--- src/design/votp_pkg.sv ---
// ----------------------------------------------------------------------------
// votp_pkg
// Types and codes shared by the vendor option TLV parser modules.
// ----------------------------------------------------------------------------
`default_nettype none

package votp_pkg;

	localparam logic [1:0] ROLE_CODE    = 2'd0;
	localparam logic [1:0] ROLE_LENGTH  = 2'd1;
	localparam logic [1:0] ROLE_PAYLOAD = 2'd2;
	localparam logic [1:0] ROLE_SKIP    = 2'd3;

	localparam logic [1:0] KIND_ENDPOINT    = 2'd0;
	localparam logic [1:0] KIND_FINGERPRINT = 2'd1;
	localparam logic [1:0] KIND_DIGEST_TYPE = 2'd2;
	localparam logic [1:0] KIND_NONE        = 2'd3;

	localparam logic [1:0] VERDICT_PENDING  = 2'd0;
	localparam logic [1:0] VERDICT_ACCEPTED = 2'd1;
	localparam logic [1:0] VERDICT_REJECTED = 2'd2;

	localparam logic [1:0] REG_ENDPOINT_CODE    = 2'd0;
	localparam logic [1:0] REG_FINGERPRINT_CODE = 2'd1;
	localparam logic [1:0] REG_DIGEST_TYPE_CODE = 2'd2;

	localparam logic [7:0] ENDPOINT_CODE_RESET    = 8'd200;
	localparam logic [7:0] FINGERPRINT_CODE_RESET = 8'd201;
	localparam logic [7:0] DIGEST_TYPE_CODE_RESET = 8'd202;

	localparam int unsigned PADDR_W = 4;

	typedef struct packed {
		logic [7:0] endpoint_code;
		logic [7:0] fingerprint_code;
		logic [7:0] digest_type_code;
	} cfg_t;

	typedef struct packed {
		logic [1:0] role;
		logic [1:0] option_kind;
		logic [7:0] payload_offset;
		logic [7:0] payload_value;
		logic       payload_end;
		logic [1:0] verdict;
		logic       done_res;
	} result_t;

endpackage

`default_nettype wire

--- src/design/votp_byte_if.sv ---
// ----------------------------------------------------------------------------
// votp_byte_if
// Valid/ready channel that carries one byte of the option buffer.
// ----------------------------------------------------------------------------
`default_nettype none

interface votp_byte_if;
	logic       valid;
	logic       ready;
	logic [7:0] data_byte;
	logic       final_byte;

	modport source (output valid, output data_byte, output final_byte, input ready);
	modport sink (input valid, input data_byte, input final_byte, output ready);
endinterface

`default_nettype wire

--- src/design/votp_result_if.sv ---
// ----------------------------------------------------------------------------
// votp_result_if
// Valid/ready channel that carries the tag of one parsed byte.
// ----------------------------------------------------------------------------
`default_nettype none

interface votp_result_if;
	logic       valid;
	logic       ready;
	logic [1:0] role;
	logic [1:0] option_kind;
	logic [7:0] payload_offset;
	logic [7:0] payload_value;
	logic       payload_end;
	logic [1:0] verdict;
	logic       done_res;

	modport source (output valid, output role, output option_kind, output payload_offset,
		output payload_value, output payload_end, output verdict, output done_res,
		input ready);
	modport sink (input valid, input role, input option_kind, input payload_offset,
		input payload_value, input payload_end, input verdict, input done_res,
		output ready);
endinterface

`default_nettype wire

--- src/design/votp_walker.sv ---
// ----------------------------------------------------------------------------
// votp_walker
// Walk state of the TLV parser and the tagging of one byte per enabled cycle.
// ----------------------------------------------------------------------------
`default_nettype none

module votp_walker
	import votp_pkg::*;
(
	input  wire logic       clk,
	input  wire logic       arst_n,
	input  wire logic       en,
	input  wire logic [7:0] data_byte,
	input  wire logic       final_byte,
	input  wire cfg_t       cfg,
	output result_t         result
);

	typedef enum logic [1:0] {
		PH_CODE    = 2'd0,
		PH_LENGTH  = 2'd1,
		PH_PAYLOAD = 2'd2,
		PH_SKIP    = 2'd3
	} phase_t;

	phase_t     phase_q, phase_n;
	logic [7:0] bytes_left_q, bytes_left_n;
	logic [1:0] current_option_q, current_option_n;
	logic [7:0] pending_code_q, pending_code_n;
	logic [7:0] offset_count_q, offset_count_n;
	logic       failed_q, failed_n;
	logic [1:0] match_kind;

	// Priority match of the held code against the configured codes.
	always_comb begin
		if (pending_code_q == cfg.endpoint_code) begin
			match_kind = KIND_ENDPOINT;
		end else if (pending_code_q == cfg.fingerprint_code) begin
			match_kind = KIND_FINGERPRINT;
		end else if (pending_code_q == cfg.digest_type_code) begin
			match_kind = KIND_DIGEST_TYPE;
		end else begin
			match_kind = KIND_NONE;
		end
	end

	always_comb begin
		phase_n          = phase_q;
		bytes_left_n     = bytes_left_q;
		current_option_n = current_option_q;
		pending_code_n   = pending_code_q;
		offset_count_n   = offset_count_q;
		failed_n         = failed_q;

		result.role           = ROLE_SKIP;
		result.option_kind    = KIND_NONE;
		result.payload_offset = 8'd0;
		result.payload_value  = data_byte;
		result.payload_end    = 1'b0;
		result.verdict        = VERDICT_PENDING;
		result.done_res       = final_byte;

		case (phase_q)
			PH_CODE: begin
				// A code byte that is also the last byte is ignored.
				if (!final_byte) begin
					result.role    = ROLE_CODE;
					pending_code_n = data_byte;
					phase_n        = PH_LENGTH;
				end
			end
			PH_LENGTH: begin
				result.role        = ROLE_LENGTH;
				result.option_kind = match_kind;
				current_option_n   = match_kind;
				if (data_byte == 8'd0 || match_kind == KIND_NONE || final_byte) begin
					failed_n = 1'b1;
					phase_n  = PH_SKIP;
				end else begin
					bytes_left_n   = data_byte;
					offset_count_n = 8'd0;
					phase_n        = PH_PAYLOAD;
				end
			end
			PH_PAYLOAD: begin
				result.role           = ROLE_PAYLOAD;
				result.option_kind    = current_option_q;
				result.payload_offset = offset_count_q;
				offset_count_n        = offset_count_q + 8'd1;
				if (bytes_left_q <= 8'd1) begin
					result.payload_end = 1'b1;
					bytes_left_n       = 8'd0;
					current_option_n   = KIND_NONE;
					phase_n            = PH_CODE;
				end else begin
					bytes_left_n = bytes_left_q - 8'd1;
					// The buffer ends while payload is still owed.
					if (final_byte) begin
						failed_n = 1'b1;
						phase_n  = PH_SKIP;
					end
				end
			end
			default: begin
			end
		endcase

		if (final_byte) begin
			result.verdict   = failed_n ? VERDICT_REJECTED : VERDICT_ACCEPTED;
			phase_n          = PH_CODE;
			bytes_left_n     = 8'd0;
			current_option_n = KIND_NONE;
			pending_code_n   = 8'd0;
			offset_count_n   = 8'd0;
			failed_n         = 1'b0;
		end
	end

	always_ff @(posedge clk or negedge arst_n) begin
		if (!arst_n) begin
			phase_q          <= PH_CODE;
			bytes_left_q     <= 8'd0;
			current_option_q <= KIND_NONE;
			pending_code_q   <= 8'd0;
			offset_count_q   <= 8'd0;
			failed_q         <= 1'b0;
		end else if (en) begin
			phase_q          <= phase_n;
			bytes_left_q     <= bytes_left_n;
			current_option_q <= current_option_n;
			pending_code_q   <= pending_code_n;
			offset_count_q   <= offset_count_n;
			failed_q         <= failed_n;
		end
	end

endmodule

`default_nettype wire

--- src/design/vendor_option_tlv_parser_top.sv ---
// ----------------------------------------------------------------------------
// vendor_option_tlv_parser_top
// Tags each byte of a vendor option buffer and reports a verdict per buffer.
// ----------------------------------------------------------------------------
// Bytes of an option buffer enter on the bytes channel, with final_byte set
// on the last byte of each buffer. For every byte one tag leaves on the
// results channel: its role, the option it belongs to, its payload offset,
// the byte itself, an end-of-payload flag, and on the last byte the verdict.
// Each transaction is captured in an input register and tagged by the walk
// logic on the way into the output register, and one byte is taken every
// cycle while the skid buffer is free. A one-entry skid buffer behind the
// output register lets the input keep accepting while a tag waits; when the
// receiver stalls, at most three bytes are held inside the block before
// ready drops. The three option codes are written over the APB port (byte
// addresses 0, 4 and 8); they must be changed by the user only between
// buffers, which the block does not enforce. Reset returns the codes to 200,
// 201 and 202, empties all stages and puts the walk at a code byte.
// ----------------------------------------------------------------------------
`default_nettype none

module vendor_option_tlv_parser_top
	import votp_pkg::*;
(
	input  wire logic               clk,
	input  wire logic               arst_n,
	input  wire logic               psel,
	input  wire logic               penable,
	input  wire logic               pwrite,
	input  wire logic [PADDR_W-1:0] paddr,
	input  wire logic [31:0]        pwdata,
	output logic      [31:0]        prdata,
	output logic                    pready,
	votp_byte_if.sink               bytes,
	votp_result_if.source           results
);

	cfg_t       cfg_q;
	logic [1:0] reg_index;
	logic       cfg_write;

	logic       valid_s1;
	logic [7:0] data_byte_s1;
	logic       final_byte_s1;
	logic       advance;

	result_t    tag;
	result_t    out_q;
	logic       out_valid_q;
	result_t    skid_q;
	logic       skid_valid_q;

	assign pready    = 1'b1;
	assign reg_index = paddr[3:2];
	assign cfg_write = psel && penable && pwrite && pready;

	always_ff @(posedge clk or negedge arst_n) begin
		if (!arst_n) begin
			cfg_q.endpoint_code    <= ENDPOINT_CODE_RESET;
			cfg_q.fingerprint_code <= FINGERPRINT_CODE_RESET;
			cfg_q.digest_type_code <= DIGEST_TYPE_CODE_RESET;
		end else if (cfg_write) begin
			case (reg_index)
				REG_ENDPOINT_CODE:    cfg_q.endpoint_code    <= pwdata[7:0];
				REG_FINGERPRINT_CODE: cfg_q.fingerprint_code <= pwdata[7:0];
				REG_DIGEST_TYPE_CODE: cfg_q.digest_type_code <= pwdata[7:0];
				default: begin
				end
			endcase
		end
	end

	always_comb begin
		case (reg_index)
			REG_ENDPOINT_CODE:    prdata = {24'd0, cfg_q.endpoint_code};
			REG_FINGERPRINT_CODE: prdata = {24'd0, cfg_q.fingerprint_code};
			REG_DIGEST_TYPE_CODE: prdata = {24'd0, cfg_q.digest_type_code};
			default:              prdata = 32'd0;
		endcase
	end

	// The input stage moves on whenever the skid buffer is free.
	assign advance     = valid_s1 && !skid_valid_q;
	assign bytes.ready = !valid_s1 || advance;

	always_ff @(posedge clk or negedge arst_n) begin
		if (!arst_n) begin
			valid_s1 <= 1'b0;
		end else if (bytes.ready) begin
			valid_s1 <= bytes.valid;
		end
	end

	always_ff @(posedge clk) begin
		if (bytes.ready && bytes.valid) begin
			data_byte_s1  <= bytes.data_byte;
			final_byte_s1 <= bytes.final_byte;
		end
	end

	votp_walker u_walker (
		.clk        (clk),
		.arst_n     (arst_n),
		.en         (advance),
		.data_byte  (data_byte_s1),
		.final_byte (final_byte_s1),
		.cfg        (cfg_q),
		.result     (tag)
	);

	always_ff @(posedge clk or negedge arst_n) begin
		if (!arst_n) begin
			out_valid_q  <= 1'b0;
			skid_valid_q <= 1'b0;
		end else begin
			if (advance) begin
				if (out_valid_q && !results.ready) begin
					skid_valid_q <= 1'b1;
				end else begin
					out_valid_q <= 1'b1;
				end
			end else if (out_valid_q && results.ready) begin
				if (skid_valid_q) begin
					skid_valid_q <= 1'b0;
				end else begin
					out_valid_q <= 1'b0;
				end
			end
		end
	end

	always_ff @(posedge clk) begin
		if (advance) begin
			if (out_valid_q && !results.ready) begin
				skid_q <= tag;
			end else begin
				out_q <= tag;
			end
		end else if (out_valid_q && results.ready && skid_valid_q) begin
			out_q <= skid_q;
		end
	end

	assign results.valid          = out_valid_q;
	assign results.role           = out_q.role;
	assign results.option_kind    = out_q.option_kind;
	assign results.payload_offset = out_q.payload_offset;
	assign results.payload_value  = out_q.payload_value;
	assign results.payload_end    = out_q.payload_end;
	assign results.verdict        = out_q.verdict;
	assign results.done_res       = out_q.done_res;

endmodule

`default_nettype wire
--- src/flat_wrapper.sv ---
// flat-port wrapper written by rule: the top's interface ports become plain ports
module vendor_option_tlv_parser_top_flat import votp_pkg::*;
  (clk, arst_n, psel, penable, pwrite, paddr, pwdata, prdata, pready, bytes_valid, bytes_data_byte, bytes_final_byte, bytes_ready, results_valid, results_role, results_option_kind, results_payload_offset, results_payload_value, results_payload_end, results_verdict, results_done_res, results_ready);
  votp_byte_if bytes_i ();
  votp_result_if results_i ();
  input  wire logic clk;
  input  wire logic arst_n;
  input  wire logic psel;
  input  wire logic penable;
  input  wire logic pwrite;
  input  wire logic [PADDR_W-1:0] paddr;
  input  wire logic [31:0] pwdata;
  output logic      [31:0] prdata;
  output logic pready;
  input wire logic [$bits(bytes_i.valid)-1:0] bytes_valid;
  input wire logic [$bits(bytes_i.data_byte)-1:0] bytes_data_byte;
  input wire logic [$bits(bytes_i.final_byte)-1:0] bytes_final_byte;
  output wire logic [$bits(bytes_i.ready)-1:0] bytes_ready;
  output wire logic [$bits(results_i.valid)-1:0] results_valid;
  output wire logic [$bits(results_i.role)-1:0] results_role;
  output wire logic [$bits(results_i.option_kind)-1:0] results_option_kind;
  output wire logic [$bits(results_i.payload_offset)-1:0] results_payload_offset;
  output wire logic [$bits(results_i.payload_value)-1:0] results_payload_value;
  output wire logic [$bits(results_i.payload_end)-1:0] results_payload_end;
  output wire logic [$bits(results_i.verdict)-1:0] results_verdict;
  output wire logic [$bits(results_i.done_res)-1:0] results_done_res;
  input wire logic [$bits(results_i.ready)-1:0] results_ready;
  assign bytes_i.valid = bytes_valid;
  assign bytes_i.data_byte = bytes_data_byte;
  assign bytes_i.final_byte = bytes_final_byte;
  assign bytes_ready = bytes_i.ready;
  assign results_valid = results_i.valid;
  assign results_role = results_i.role;
  assign results_option_kind = results_i.option_kind;
  assign results_payload_offset = results_i.payload_offset;
  assign results_payload_value = results_i.payload_value;
  assign results_payload_end = results_i.payload_end;
  assign results_verdict = results_i.verdict;
  assign results_done_res = results_i.done_res;
  assign results_i.ready = results_ready;
  vendor_option_tlv_parser_top u_core (.clk(clk), .arst_n(arst_n), .psel(psel), .penable(penable), .pwrite(pwrite), .paddr(paddr), .pwdata(pwdata), .prdata(prdata), .pready(pready), .bytes(bytes_i), .results(results_i));
endmodule
--- config.mk ---
export PLATFORM = sky130hd
export DESIGN_NAME = vendor_option_tlv_parser_top_flat
export DESIGN_NICKNAME = d
export VERILOG_FILES = /design/src/design/votp_pkg.sv /design/src/design/votp_byte_if.sv /design/src/design/votp_result_if.sv /design/src/design/votp_walker.sv /design/src/design/vendor_option_tlv_parser_top.sv /design/src/flat_wrapper.sv
export SDC_FILE = /design/constraint.sdc
export NUM_CORES = 1
export LEC_CHECK = 0
export BUFFER_PORTS_ARGS = -buffer_cell sky130_fd_sc_hd__clkbuf_2
export CAP_MARGIN = 20
export CORE_MARGIN = 4
export CORE_UTILIZATION = 36
export CTS_CLUSTER_SIZE = 25
export DETAILED_ROUTE_END_ITERATION = 16
export GPL_ROUTABILITY_DRIVEN = 0
export HOLD_SLACK_MARGIN = 0.02
export PLACE_DENSITY_LB_ADDON = 0.08
export SETUP_SLACK_MARGIN = 0.3
export SLEW_MARGIN = 20
export SYNTH_ARGS = -nofsm -noshare
export SYNTH_HDL_FRONTEND = slang
export SYNTH_SLANG_ARGS = --single-unit
--- constraint.sdc ---
create_clock -name clk -period 2.6 [get_ports clk]
set_input_delay 0.39 -clock clk [delete_from_list [all_inputs] [get_ports clk]]
set_output_delay 0.39 -clock clk [all_outputs]
set_load 0.05 [all_outputs]
==> results.md <==
- Mean Syn Cell Area: between 10 and 15 µm²
- Leak: between 0.002 and 0.003 µW
- Synth Flop Type: edfxtp_1
- Slew headroom: 46.3%
- WP data arrival: between 2 and 3 ns
- Synth warn: 0
- Final Max Tran Viols: 0
- Total CTS buffers: 17
- Post-synthesis instance total: about 460
- Crit path largest cell delay: 0.46 ns
- GRT overflow: 0
- CP endpoint: u_core.u_walker.offset_count_q[6]
- Initial antenna violation count: 0
- Routed WL: approximately 12000 µm
- CTS tree: built
- H-tree depth: 4
- Final HPWL DP: slightly above 8000 µm
- Finish-stage setup viols: 0
- Antenna Cells: 0
- Crit path max fanout: 9
- Area Growth Syn to Fin: 21.7%
- Area leader, netlist: edfxtp_1
- DRC errors left: 0
- Synthesized area: 5400 µm²
- Maximum vdd drop: 0.000449 V
- Hold buffer count at cts: 0
- HP Class: in2async
- Pin count of the biggest net entering global routing: 34
- Number of global-route vias before repair: about 3600
- Post-route cell area: about 6600 µm²
- Vias/cell: between 4 and 5
- Final hold vios: 0
- Achievable Freq: 443 MHz
- Setup CP Type: reg2reg
- Synth top area share: a little under a third
- Clk sinks: between 100 and 150
- Layout net count: just under 600
- Crit Reg-Reg Startpoint: u_core.u_walker.pending_code_q[0]
- R2r setup slk: approximately 0.34 ns
- Die width: 130 µm
- Gr usage total: ~15%
- Worst setup SP type: register
- Number of synthesized flops with an enable pin: 57
- Total power: 8280 µW
- Slew of the pin with the lowest slew margin: roughly 0.8 ns
- Max Clock Skew: ~0.0042 ns
- Synth cell types: 49
- Port buffer count: 59
- I/O pin cnt: about 110
- Placed Instance Area: ~5900 µm²
- Root Driver: clkbuf_16
- Top post-synthesis cells by area: edfxtp_1 32%, dfrtp_1 20%, mux2_2 7.3%
- PwrDens: about 1300 nW/µm²
- Tmin final: ~2.3 ns
- Clock Latency Late Sink: slightly above 0.4 ns
- Reg-to-reg endpoint: u_core.u_walker.offset_count_q[6]
- First-pass GRT wire length: roughly 19000 µm
- Initial DRC count: 178
- Share of cells above drive strength 1: between 30% and 40%
- Post-synthesis sequential area ratio: approximately three fifths
- Most common cell after layout, fill and taps aside: clkbuf_2
- DIE HEIGHT: 130 µm
- Reg clk slew, reported paths: about 0.05 ns
- Status: complete, no violations
- Req. time, crit path: 2.93 ns
- Starting Density: between 30% and 40%
- Critical Path Sink Type: register
- Row cnt: 44
- Clk buf depth: 2
- Worst R2R Path Depth: 8
- Critical path, cell by cell: xor2_1 > nor4_2 > buf_4 > and2_2 > nor4_4 > buf_12 > or4_1 > a21oi_1
- #FFs+latches synth: ~110
- DR vias: 3611
- Routed Antenna Nets: 0
- Crit path launch: u_core.u_walker.pending_code_q[0]
- Critical-path top delay cell: or4_1
- Crit share post-route: between 80% and 90%
- Commonest non-fill, non-tap cells in the layout: 59 x clkbuf_2, 57 x edfxtp_1, 54 x nand2_1, 43 x dfrtp_1, 35 x mux2_2
- Avg WL per Cell: 16.3 µm
- Async set or reset register ratio after synthesis: between 40% and 50%
- Unrepaired setup endpoints after global routing: no
- Max_cap viols: 0
- CORE AREA: ~15000 µm²
- DIE AREA: approximately 17000 µm²
- DR pass1 iterations: 4
[Yosys cell counts (5+ instances only)]
master	instances
nor2_1	24
nand3_1	5
dfstp_2	13
o31ai_1	16
inv_1	7
nor4_1	6
xnor2_1	16
a21oi_1	18
a22o_1	9
o21ai_0	11
clkbuf_1	12
xor2_1	8
mux2i_1	9
nand2_1	55
buf_4	25
or4_1	5
mux2_2	35
o21ai_1	11
and2_1	12
ha_1	7
edfxtp_1	57
nand4_1	6
dfrtp_1	43
[state kept, by name, indices dropped and copies added, names as in the netlist]
register,cells
u_core.results.payload_end,1
u_core.cfg_q,24
u_core.results.payload_offset,8
u_core.results.valid,1
u_core.data_byte_s1,8
u_core.results.role,2
u_core.results.done_res,1
u_core.final_byte_s1,1
u_core.u_walker.phase_q,2
u_core.u_walker.offset_count_q,8
u_core.skid_q,24
u_core.u_walker.failed_q,1
u_core.valid_s1,1
u_core.results.payload_value,8
u_core.results.verdict,2
u_core.skid_valid_q,1
u_core.u_walker.bytes_left_q,8
u_core.u_walker.current_option_q,2
u_core.results.option_kind,2
u_core.u_walker.pending_code_q,8
[layout make-up]
class | count | area [µm²]
clock buffers | 21 | 470
multi-input cells | 314 | 2110
clock inverters | 11 | 111
flip-flops and latches | 113 | 3130
fillers | 1374 | 8020
well taps | 184 | 230
inverters | 8 | 30.0
repair buffers | 81 | 485
[routing by layer]
metal | part of all wire, % | vias up | track usage (%) | routed length (µm)
met2 | 45 | 101 | 22.4 | 5440
met4 | 1.5 | 0 | 5.81 | 176
met3 | 3.9 | 13 | 3.54 | 471
li1 | - | 1764 | - | -
met5 | 0 | - | 0 | 0
met1 | 49 | 1733 | 21.1 | 5880
[how the worst min path moves through the flow]
stage | startpoint | endpoint | slack, ns | cells past startpoint
2_1_floorplan | arst_n | u_core.cfg_q[0] | 0.09 | 0
3_3_place_gp | arst_n | u_core.cfg_q[2] | 0.48 | 1
3_5_place_dp | arst_n | u_core.cfg_q[2] | 0.49 | 1
4_1_cts | arst_n | u_core.cfg_q[2] | 0.05 | 1
5_1_grt | arst_n | u_core.cfg_q[2] | 0.08 | 1
6_report | arst_n | u_core.cfg_q[2] | 0.03 | 1
[power breakdown]
part           leakage [µW]  switching [µW]  total (µW)  internal (µW)
clock              0.000284             789        2260           1470
sequential          0.00123             356        2940           2580
combinational       0.00122            2110        3080            972
total               0.00274            3250        8280           5030
[logic make-up (layout without fill, tap and decap cells)]
family / count (synthesis) / count (layout) / share of synthesized area (%)
AOI/OAI and AO/OA: 83 / 83 / 10.1
xor gates and xnor gates: 24 / 24 / 3.90
adders and majority gates: 7 / 7 / 1.62
buffers and inverters: 51 / 121 / 5.47
DFF: 113 / 113 / 58.0
muxes: 44 / 44 / 8.98
other: 2 / 25 / 0.139
and+or+nand+nor: 131 / 131 / 11.8
[stage by stage]
| stage | hold slack [ns] | utilization (%) | TNS, ns | instances | setup WS [ns] |
|---|---|---|---|---|---|
| floorplan | 0.0944 | - | 0 | 478 | 0.343 |
| global placement | 0.481 | 40.5 | -0.0295 | 698 | -0.0202 |
| detailed placement | 0.489 | 40.5 | -0.302 | 698 | -0.0672 |
| CTS | 0.0495 | 44.6 | 0 | 730 | 0.267 |
| global route | 0.0811 | 45.0 | 0 | 732 | 0.226 |
| finish | 0.0334 | 45.0 | 0 | 732 | 0.345 |
[what timing repair did]
| action | in CTS | in global routing |
|---|---|---|
| resized for setup | 2 | 8 |
| buffers inserted | 0 | 2 |
| pin swaps | 0 | 2 |
| endpoints found under the setup margin | 16 | 22 |
| cloned | 0 | 0 |
[worst max-delay path, delay by kind of cell, from the launching register on]
family | cells | cell delay, ns
and+or+nand+nor | 4 | 1.05
DFF | 1 | 0.44
buffers and inverters | 2 | 0.32
xor gates and xnor gates | 1 | 0.20
AOI/OAI and AO/OA | 1 | 0.16
Power figures use the tool's default switching activity.
